$ cat src/rtl/pktq_pkg.sv
// ----------------------------------------------------------------------------
// pktq_pkg
// Shared types and constants of the packet ring queue.
// ----------------------------------------------------------------------------
`default_nettype none

package pktq_pkg;

  localparam int DEF_MAX_SLOTS = 8;
  localparam int DEF_PKT_BYTES = 16;

  // widest slot index, packet length and byte address over the parameter range
  localparam int SLOT_W = 6;
  localparam int LEN_W  = 7;
  localparam int ADDR_W = 12;

  localparam logic [2:0] MODE_PUSH  = 3'd0;
  localparam logic [2:0] MODE_POP   = 3'd1;
  localparam logic [2:0] MODE_PEEK  = 3'd2;
  localparam logic [2:0] MODE_DROP  = 3'd3;
  localparam logic [2:0] MODE_QUERY = 3'd4;

  localparam logic [1:0] ADDR_SLOTS_IN_USE = 2'd0;
  localparam logic [3:0] SLOTS_IN_USE_RST  = 4'd8;

  typedef struct packed {
    logic [2:0] mode;
    logic [7:0] data_byte;
    logic       has_byte;
    logic       last;
    logic [7:0] max_len;
  } pktq_item_t;

  typedef struct packed {
    logic [2:0] result_kind;
    logic [7:0] byte_out;
    logic [4:0] length;
    logic [3:0] depth;
    logic       status;
    logic       final_res;
  } pktq_res_t;

  // command handed from front to back
  typedef struct packed {
    logic [2:0]        kind;
    logic [SLOT_W-1:0] slot;
    logic [LEN_W-1:0]  len;
    logic [3:0]        depth;
    logic              status;
    logic              stream;   // pop/peek that returns bytes
  } pktq_cmd_t;

  typedef struct packed {
    logic              en;
    logic [ADDR_W-1:0] addr;
    logic [7:0]        data;
  } pktq_wr_t;

endpackage

`default_nettype wire

$ cat src/rtl/pktq_front.sv
// ----------------------------------------------------------------------------
// pktq_front
// Takes requests, keeps ring pointers and packet state, writes pushed bytes
// and issues one command per request that produces results.
// ----------------------------------------------------------------------------
`default_nettype none

module pktq_front import pktq_pkg::*; #(
  parameter int MAX_SLOTS = DEF_MAX_SLOTS,
  parameter int PKT_BYTES = DEF_PKT_BYTES
) (
  input  wire logic       clk_i,
  input  wire logic       rst_ni,
  input  wire logic       acc_i,
  input  wire pktq_item_t item_i,
  input  wire logic [3:0] slots_i,
  input  wire logic       clr_i,
  output logic            enq_o,
  output pktq_cmd_t       cmd_o,
  output logic [SLOT_W-1:0] head_o,
  output pktq_wr_t        wr_o
);

  localparam int IW = $clog2(MAX_SLOTS);
  localparam int CW = $clog2(PKT_BYTES + 1);
  localparam int AW = $clog2(MAX_SLOTS * PKT_BYTES);

  logic [IW-1:0] head_q, head_d, tail_q, tail_d;
  logic          full_q, full_d;
  logic [CW-1:0] cnt_q, cnt_d;
  logic          rej_q, rej_d;
  logic [CW-1:0] slot_len_q [MAX_SLOTS];

  logic [IW:0]   rs, head_inc, tail_inc, depth;
  logic [IW-1:0] head_adv, tail_adv;
  logic          rej_now, store, commit;
  logic [CW-1:0] cnt_new, sl, rd_len;
  logic [AW-1:0] wr_addr;

  always_comb begin
    if (slots_i == 4'd0) begin
      rs = (IW+1)'(1);
    end else if (32'(slots_i) > MAX_SLOTS) begin
      rs = (IW+1)'(MAX_SLOTS);
    end else begin
      rs = (IW+1)'(slots_i);
    end
    head_inc = {1'b0, head_q} + (IW+1)'(1);
    tail_inc = {1'b0, tail_q} + (IW+1)'(1);
    head_adv = (head_inc >= rs) ? '0 : head_inc[IW-1:0];
    tail_adv = (tail_inc >= rs) ? '0 : tail_inc[IW-1:0];
    if (full_q) begin
      depth = rs;
    end else if (head_q >= tail_q) begin
      depth = {1'b0, head_q} - {1'b0, tail_q};
    end else begin
      depth = {1'b0, head_q} + rs - {1'b0, tail_q};
    end
  end

  always_comb begin
    rej_now = rej_q || (cnt_q == '0 && full_q);
    store   = !rej_now && item_i.has_byte && (32'(cnt_q) < PKT_BYTES);
    cnt_new = cnt_q + CW'(store);
    wr_addr = AW'(head_q) * AW'(PKT_BYTES) + AW'(cnt_q);
    sl      = slot_len_q[tail_q];
    if (16'(item_i.max_len) < 16'(sl)) begin
      rd_len = CW'(item_i.max_len);
    end else begin
      rd_len = sl;
    end
  end

  always_comb begin
    head_d = head_q;
    tail_d = tail_q;
    full_d = full_q;
    cnt_d  = cnt_q;
    rej_d  = rej_q;
    commit = 1'b0;
    enq_o  = 1'b0;
    cmd_o  = '0;
    cmd_o.kind  = item_i.mode;
    cmd_o.slot  = SLOT_W'(tail_q);
    wr_o.en     = 1'b0;
    wr_o.addr   = ADDR_W'(wr_addr);
    wr_o.data   = item_i.data_byte;
    if (clr_i) begin
      head_d = '0;
      tail_d = '0;
      full_d = 1'b0;
      cnt_d  = '0;
      rej_d  = 1'b0;
    end else if (acc_i) begin
      case (item_i.mode)
        MODE_PUSH: begin
          wr_o.en = store;
          if (item_i.last) begin
            enq_o = 1'b1;
            cnt_d = '0;
            rej_d = 1'b0;
            if (rej_now) begin
              cmd_o.status = 1'b1;
            end else begin
              commit    = 1'b1;
              cmd_o.len = LEN_W'(cnt_new);
              head_d    = head_adv;
              full_d    = (head_adv == tail_q);
            end
          end else begin
            cnt_d = cnt_new;
            rej_d = rej_now;
          end
        end
        MODE_POP, MODE_PEEK, MODE_DROP: begin
          enq_o = 1'b1;
          if (depth == '0) begin
            cmd_o.status = 1'b1;
          end else begin
            if (item_i.mode != MODE_DROP) begin
              cmd_o.len    = LEN_W'(rd_len);
              cmd_o.stream = (rd_len != '0);
            end
            if (item_i.mode != MODE_PEEK) begin
              tail_d = tail_adv;
              full_d = 1'b0;
            end
          end
        end
        MODE_QUERY: begin
          enq_o       = 1'b1;
          cmd_o.depth = 4'(depth);
        end
        default: begin
        end
      endcase
    end
  end

  always_ff @(posedge clk_i or negedge rst_ni) begin
    if (!rst_ni) begin
      head_q <= '0;
      tail_q <= '0;
      full_q <= 1'b0;
      cnt_q  <= '0;
      rej_q  <= 1'b0;
    end else begin
      head_q <= head_d;
      tail_q <= tail_d;
      full_q <= full_d;
      cnt_q  <= cnt_d;
      rej_q  <= rej_d;
    end
  end

  always_ff @(posedge clk_i) begin
    if (commit) begin
      slot_len_q[head_q] <= cnt_new;
    end
  end

  assign head_o = SLOT_W'(head_q);

endmodule

`default_nettype wire

$ cat src/rtl/pktq_queue.sv
// ----------------------------------------------------------------------------
// pktq_queue
// Two-entry command queue between front and back, with a check of pending
// byte reads against a slot.
// ----------------------------------------------------------------------------
`default_nettype none

module pktq_queue import pktq_pkg::*; (
  input  wire logic              clk_i,
  input  wire logic              rst_ni,
  input  wire logic              push_i,
  input  wire pktq_cmd_t         cmd_i,
  input  wire logic              pop_i,
  input  wire logic [SLOT_W-1:0] chk_slot_i,
  output logic                   valid_o,
  output pktq_cmd_t              cmd_o,
  output logic                   full_o,
  output logic                   hit_o
);

  pktq_cmd_t ent_q [2];
  logic [1:0] vld_q;
  logic       wp_q, rp_q;

  assign valid_o = vld_q[rp_q];
  assign cmd_o   = ent_q[rp_q];
  assign full_o  = &vld_q;
  // a pending read of the slot that a push would overwrite
  assign hit_o   = (vld_q[0] && ent_q[0].stream && ent_q[0].slot == chk_slot_i) ||
                   (vld_q[1] && ent_q[1].stream && ent_q[1].slot == chk_slot_i);

  always_ff @(posedge clk_i or negedge rst_ni) begin
    if (!rst_ni) begin
      vld_q <= '0;
      wp_q  <= 1'b0;
      rp_q  <= 1'b0;
    end else begin
      if (pop_i) begin
        vld_q[rp_q] <= 1'b0;
        rp_q        <= ~rp_q;
      end
      if (push_i) begin
        vld_q[wp_q] <= 1'b1;
        wp_q        <= ~wp_q;
      end
    end
  end

  always_ff @(posedge clk_i) begin
    if (push_i) begin
      ent_q[wp_q] <= cmd_i;
    end
  end

endmodule

`default_nettype wire

$ cat src/rtl/pktq_back.sv
// ----------------------------------------------------------------------------
// pktq_back
// Holds the packet byte memory and turns commands into results, one per
// cycle while a command is queued, streaming bytes for pop and peek.
// ----------------------------------------------------------------------------
`default_nettype none

module pktq_back import pktq_pkg::*; #(
  parameter int MAX_SLOTS = DEF_MAX_SLOTS,
  parameter int PKT_BYTES = DEF_PKT_BYTES
) (
  input  wire logic      clk_i,
  input  wire logic      rst_ni,
  input  wire pktq_wr_t  wr_i,
  input  wire logic      valid_i,
  input  wire pktq_cmd_t cmd_i,
  output logic           deq_o,
  output logic           res_valid_o,
  output pktq_res_t      res_o
);

  localparam int IW    = $clog2(MAX_SLOTS);
  localparam int IDX_W = $clog2(PKT_BYTES + 1);
  localparam int AW    = $clog2(MAX_SLOTS * PKT_BYTES);
  localparam int DEPTH = MAX_SLOTS * PKT_BYTES;

  logic [7:0]       mem_q [DEPTH];
  logic [7:0]       rdata_q;
  logic [IDX_W-1:0] idx_q, idx_d;
  logic             s1_valid_q, s1_byte_q;
  pktq_res_t        s1_res_q, res_d;
  logic             rd_en, fin;
  logic [AW-1:0]    rd_addr;

  always_comb begin
    rd_en   = valid_i && cmd_i.stream;
    fin     = !cmd_i.stream || (LEN_W'(idx_q) + LEN_W'(1) == cmd_i.len);
    deq_o   = valid_i && fin;
    rd_addr = AW'(cmd_i.slot[IW-1:0]) * AW'(PKT_BYTES) + AW'(idx_q);
    idx_d   = idx_q;
    if (rd_en) begin
      idx_d = fin ? '0 : idx_q + IDX_W'(1);
    end
    res_d.result_kind = cmd_i.kind;
    res_d.byte_out    = 8'd0;
    res_d.length      = 5'(cmd_i.len);
    res_d.depth       = cmd_i.depth;
    res_d.status      = cmd_i.status;
    res_d.final_res   = fin;
  end

  always_ff @(posedge clk_i) begin
    if (wr_i.en) begin
      mem_q[wr_i.addr[AW-1:0]] <= wr_i.data;
    end
    if (rd_en) begin
      rdata_q <= mem_q[rd_addr];
    end
    s1_res_q  <= res_d;
    s1_byte_q <= cmd_i.stream;
  end

  always_ff @(posedge clk_i or negedge rst_ni) begin
    if (!rst_ni) begin
      idx_q      <= '0;
      s1_valid_q <= 1'b0;
    end else begin
      idx_q      <= idx_d;
      s1_valid_q <= valid_i;
    end
  end

  always_comb begin
    res_o = s1_res_q;
    if (s1_byte_q) begin
      res_o.byte_out = rdata_q;
    end
  end

  assign res_valid_o = s1_valid_q;

endmodule

`default_nettype wire

$ cat src/rtl/packet_ring_queue_unit.sv
// ----------------------------------------------------------------------------
// packet_ring_queue_unit
// Ring of fixed-size packet slots with push, pop, peek, drop and depth query.
// ----------------------------------------------------------------------------
// A request is taken when start is high and busy is low. Its command goes
// from the front through the queue to the back's result register; results
// come out at most one per cycle on result_valid_o and cannot be held off.
// A pop or peek returning bytes holds the back for one read of the packet
// memory per byte; other requests with a result give one. Between the two
// sits a two-entry command queue: busy is high while it is full, or while a
// queued byte read targets the slot that the next push would write. Push
// items without last give no result. No clearing pass follows reset.
// ----------------------------------------------------------------------------
`default_nettype none

module packet_ring_queue_unit import pktq_pkg::*; #(
  parameter int MAX_SLOTS = DEF_MAX_SLOTS,
  parameter int PKT_BYTES = DEF_PKT_BYTES
) (
  input  wire logic        clk_i,
  input  wire logic        rst_ni,
  input  wire logic        start,
  output logic             busy,
  input  wire pktq_item_t  item_i,
  output logic             result_valid_o,
  output pktq_res_t        result_o,
  input  wire logic        psel,
  input  wire logic        penable,
  input  wire logic        pwrite,
  input  wire logic [1:0]  paddr,
  input  wire logic [31:0] pwdata,
  output logic [31:0]      prdata,
  output logic             pready
);

  logic [3:0]        slots_q;
  logic              cfg_we, acc;
  logic              enq, q_valid, q_full, q_hit, deq;
  pktq_cmd_t         cmd_in, cmd_out;
  logic [SLOT_W-1:0] head;
  pktq_wr_t          wr;

  assign pready = 1'b1;
  assign cfg_we = psel && penable && pwrite && (paddr == ADDR_SLOTS_IN_USE);
  assign prdata = (paddr == ADDR_SLOTS_IN_USE) ? {28'd0, slots_q} : 32'd0;

  always_ff @(posedge clk_i or negedge rst_ni) begin
    if (!rst_ni) begin
      slots_q <= SLOTS_IN_USE_RST;
    end else if (cfg_we) begin
      slots_q <= pwdata[3:0];
    end
  end

  assign busy = q_full || q_hit;
  assign acc  = start && !busy;

  pktq_front #(
    .MAX_SLOTS (MAX_SLOTS),
    .PKT_BYTES (PKT_BYTES)
  ) u_front (
    .clk_i   (clk_i),
    .rst_ni  (rst_ni),
    .acc_i   (acc),
    .item_i  (item_i),
    .slots_i (slots_q),
    .clr_i   (cfg_we),
    .enq_o   (enq),
    .cmd_o   (cmd_in),
    .head_o  (head),
    .wr_o    (wr)
  );

  pktq_queue u_queue (
    .clk_i      (clk_i),
    .rst_ni     (rst_ni),
    .push_i     (enq),
    .cmd_i      (cmd_in),
    .pop_i      (deq),
    .chk_slot_i (head),
    .valid_o    (q_valid),
    .cmd_o      (cmd_out),
    .full_o     (q_full),
    .hit_o      (q_hit)
  );

  pktq_back #(
    .MAX_SLOTS (MAX_SLOTS),
    .PKT_BYTES (PKT_BYTES)
  ) u_back (
    .clk_i       (clk_i),
    .rst_ni      (rst_ni),
    .wr_i        (wr),
    .valid_i     (q_valid),
    .cmd_i       (cmd_out),
    .deq_o       (deq),
    .res_valid_o (result_valid_o),
    .res_o       (result_o)
  );

  a_no_enq_full: assert property (@(posedge clk_i) disable iff (!rst_ni)
    enq |-> !q_full)
    else $error("command queued while queue full");

  a_no_write_pending: assert property (@(posedge clk_i) disable iff (!rst_ni)
    wr.en |-> !q_hit)
    else $error("byte write into slot with pending read");

  a_result_from_queue: assert property (@(posedge clk_i) disable iff (!rst_ni)
    result_valid_o |-> $past(q_valid))
    else $error("result without a queued command");

  a_final_dequeues: assert property (@(posedge clk_i) disable iff (!rst_ni)
    (result_valid_o && result_o.final_res) |-> $past(deq))
    else $error("final result without dequeue");

endmodule

`default_nettype wire

$ cat config.mk
export PLATFORM = sky130hd
export DESIGN_NAME = packet_ring_queue_unit
export DESIGN_NICKNAME = d
export VERILOG_FILES = /design/src/rtl/pktq_pkg.sv /design/src/rtl/pktq_front.sv /design/src/rtl/pktq_queue.sv /design/src/rtl/pktq_back.sv /design/src/rtl/packet_ring_queue_unit.sv
export SDC_FILE = /design/constraint.sdc
export NUM_CORES = 1
export LEC_CHECK = 0
export BUFFER_PORTS_ARGS = -buffer_cell sky130_fd_sc_hd__buf_2
export CAP_MARGIN = 20
export CORE_UTILIZATION = 35
export DETAILED_ROUTE_END_ITERATION = 7
export HOLD_SLACK_MARGIN = 0.05
export PLACE_DENSITY = 0.55
export SYNTH_ARGS = -nofsm -noshare
export SYNTH_HDL_FRONTEND = slang
export SYNTH_HIERARCHICAL = 1
export SYNTH_SLANG_ARGS = --single-unit
$ cat constraint.sdc
create_clock -name clk_i -period 4.6 [get_ports clk_i]
set_input_delay 0.92 -clock clk_i [delete_from_list [all_inputs] [get_ports clk_i]]
set_output_delay 0.92 -clock clk_i [all_outputs]
set_load 0.005 [all_outputs]
==> flow_metrics.env <==
export IMPL_outcome="finished, final reports clean"
export IMPL_design_area_sq_um=53600
export IMPL_crit_end="u_back/mem_q[8][2]$_DFFE_PP_"
export IMPL_vias_per_cell=5.17
export IMPL_io_pins=118
export IMPL_dp_hpwl_mm=69.0
export IMPL_period_share_pct=86.9
export IMPL_power_mw=29.9
export IMPL_r2r_slack_ns=0.60
export IMPL_cp_end_kind="flip-flop"
export IMPL_start_kind="flip-flop"
export IMPL_worst_path_max_delay_cell="nor2_1"
export IMPL_ctsRootBufferMaster="clkbuf_16"
export IMPL_drive_above_1_share_pct=23.6
export IMPL_cts_sinks=1158
export IMPL_power_density_nw_per_um2=559
export IMPL_ir_drop_uv=353
export IMPL_num_rows=133
export IMPL_ys_warn_count=6
export IMPL_rsz0062_at_grt="no"
export IMPL_pre_cts_slack_ns=0.608
export IMPL_final_hold_violation_count=0
export IMPL_nets=2821
export IMPL_crit_type="flip-flop to flip-flop"
export IMPL_seqPwrFrac_pct=40.7
export IMPL_setup_tns_ns=0
export IMPL_finClkSkew_ns=0.0243
export IMPL_htree_levels=3
export IMPL_drt_first_iter_violations=2074
export IMPL_cpPeakStageDelay_ns=0.52
export IMPL_die_h_microns=368
export IMPL_fin_util_pct=40.5
export IMPL_drcViolationCount=0
export IMPL_wl_mm=108
export IMPL_internal_power_mw=20.7
export IMPL_critPathMaxFanout=13
export IMPL_first_pass_iters=5
export IMPL_startpoint="u_queue/ent_q[0][14]$_DFFE_PP_"
export IMPL_grt_start_max_net_pins=89
export IMPL_cts_made_buffers=114
export IMPL_ctsResizeCount=0
export IMPL_hold_buffers=0
export IMPL_path_buf_inv=2
export IMPL_cts_tree="done"
export IMPL_fin_crit_ns=4.00
export IMPL_tightest_slew_ns=1.02
export IMPL_maxSlewViolCount=0
export IMPL_wl_per_cell_microns=23.7
export IMPL_overflow=0
export IMPL_clock_latency_ns=0.71
export IMPL_p_clk_share_pct=30.7
export IMPL_r2r_end="u_back/mem_q[8][2]$_DFFE_PP_"
export IMPL_leakage_nw=17.4
export IMPL_max_freq_ghz=0.250
export IMPL_placed_area_sq_um=49800
export IMPL_maxCapViolations=0
export IMPL_synthCells=2514
export IMPL_post_cts_setup_buffers=0
export IMPL_setup_viol=0
export IMPL_swShare_pct=30.8
export IMPL_clockBufferDepth=3
export IMPL_antenna_left=0
export IMPL_start_util_pct=35.4
export IMPL_cp_depth=13
export IMPL_hold_class="input port to async pin"
export IMPL_dieArea_sq_um=135000
export IMPL_grt_pass1_wl_mm=159
export IMPL_antenna_found_initial=1
export IMPL_synthesis_area_sq_um=46800
export IMPL_grt_usage_pct=15.9
export IMPL_core_area_sq_um=132000
export IMPL_cp_cell_sequence="xor2_1 > or4_1 > o22ai_1 > or2_2 > nor2_1 > or3b_1 > nor2_4 > and2_1 > nor2b_1 > nand2_1 > buf_4 > nor2_1 > buf_4"
export IMPL_crit_arrival_ns=4.42
export IMPL_combPwrFrac_pct=28.6
export IMPL_portBuffers=60
export IMPL_die_w_microns=368
export IMPL_timing_final_ws_setup_ns=0.605
export IMPL_p_switching_mw=9.21
export IMPL_r2r_start="u_queue/ent_q[0][14]$_DFFE_PP_"
export IMPL_critical_path_top_delay_family="simple AND/OR/NAND/NOR gates"
export IMPL_routabilityCongestion=0.831
export IMPL_slew_limit_headroom_pct=31.7
export IMPL_syn_area_per_cell_sq_um=18.6
export IMPL_clk_pin_slew_ns=0.06
export IMPL_dr_total_vias=23700
export IMPL_grt_pass1_vias=24300
export IMPL_cp_required_ns=5.02
export IMPL_reg2regPathDepth=13
export IMPL_areaGrowthSynthToFinish_pct=14.3
-- worst min path at each step --
stage	end	cells after the start	slack [ns]	start
2_1_floorplan	u_back/res_o[20]$_DFF_P_	1	0.45	u_queue/ent_q[1][20]$_DFFE_PP_
3_3_place_gp	u_back/res_o[20]$_DFF_P_	1	0.46	u_queue/ent_q[1][20]$_DFFE_PP_
3_5_place_dp	u_back/res_o[1]$_DFF_P_	1	0.46	u_queue/ent_q[1][1]$_DFFE_PP_
4_1_cts	u_back/res_valid_o$_DFF_PN0_	1	0.21	rst_ni
5_1_grt	u_back/res_valid_o$_DFF_PN0_	1	0.28	rst_ni
6_report	u_back/res_valid_o$_DFF_PN0_	1	0.25	rst_ni
-- layout make-up --
class | count | area, sq um
diodes | 1 | 2.50
clock buffers | 136 | 3030
clock inverters | 71 | 664
fillers | 11800 | 78600
inverters | 26 | 97.6
multi-input cells | 1179 | 11200
flip-flops and latches | 1158 | 34500
well taps | 1755 | 2200
repair buffers | 248 | 1850
-- metrics by stage --
stage | hold WS (ns) | instances
3_3_place_gp | 0.460 | 4365
3_5_place_dp | 0.460 | 4365
4_1_cts | 0.213 | 4572
2_1_floorplan | 0.448 | 2548
6_report | 0.247 | 4574
5_1_grt | 0.282 | 4573
-- flip-flops by register name, indices dropped and copies added (netlist names), 3 cells and up --
name                cells
u_back/rdata_q          8
u_back/res_o           14
u_front/slot_len_q     40
u_back/mem_q         1024
slots_q                 4
u_back/idx_q            5
u_front/cnt_q           5
u_front/head_q          3
u_front/tail_q          3
u_queue/ent_q          44
-- cell usage in the layout (no fill, tap or decap), types with 11 or more instances in the layout --
| cell type | instances |
|---|---|
| inv_1 | 25 |
| nor2b_1 | 12 |
| buf_2 | 52 |
| clkbuf_16 | 117 |
| mux4_2 | 199 |
| buf_4 | 186 |
| xor2_1 | 18 |
| edfxtp_1 | 1116 |
| a22oi_1 | 72 |
| nor4_1 | 19 |
| clkbuf_1 | 16 |
| nand2_1 | 55 |
| a21oi_1 | 78 |
| mux2i_1 | 164 |
| dfrtp_1 | 23 |
| nand3_1 | 21 |
| o22ai_1 | 51 |
| o21ai_1 | 16 |
| conb_1 | 37 |
| and2_1 | 13 |
| dfxtp_1 | 15 |
| clkinv_1 | 28 |
| o21ai_0 | 11 |
| nor2_1 | 177 |
| nor3_1 | 38 |
| nand2b_1 | 17 |
| clkinv_2 | 19 |
| ha_1 | 28 |
| mux2_2 | 21 |
| bufinv_16 | 12 |
| xnor2_1 | 15 |
-- power groups by stage --
| stage | clock network (mW) | logic, mW | registers [mW] |
|---|---|---|---|
| 2_1_floorplan | 0 | 6.15 | 12.2 |
| 3_3_place_gp | 0 | 8.49 | 12.4 |
| 3_5_place_dp | 0 | 8.59 | 12.4 |
| 4_1_cts | 9.39 | 8.61 | 12.2 |
| 5_1_grt | 9.78 | 9.13 | 12.2 |
| 6_report | 9.19 | 8.58 | 12.2 |
-- routing by layer --
metal  global-route usage (%)  vias up  part of all wire [%]
li1                         -    10500                     -
met1                     21.2    12400                    42
met3                     2.14      134                   5.5
met4                     5.51        0                   2.6
met5                        0        -                     0
met2                     26.8      686                    50
-- worst register-to-register path, cell delays in order, from the launching register on --
cell and delay (ns):
edfxtp_1 0.41, xor2_1 0.20, or4_1 0.14, o22ai_1 0.07, or2_2 0.34, nor2_1 0.21
or3b_1 0.44, nor2_4 0.13, and2_1 0.32, nor2b_1 0.31, nand2_1 0.10, buf_4 0.27
nor2_1 0.54, buf_4 0.25
No activity file was read; power rests on OpenSTA's default activity.
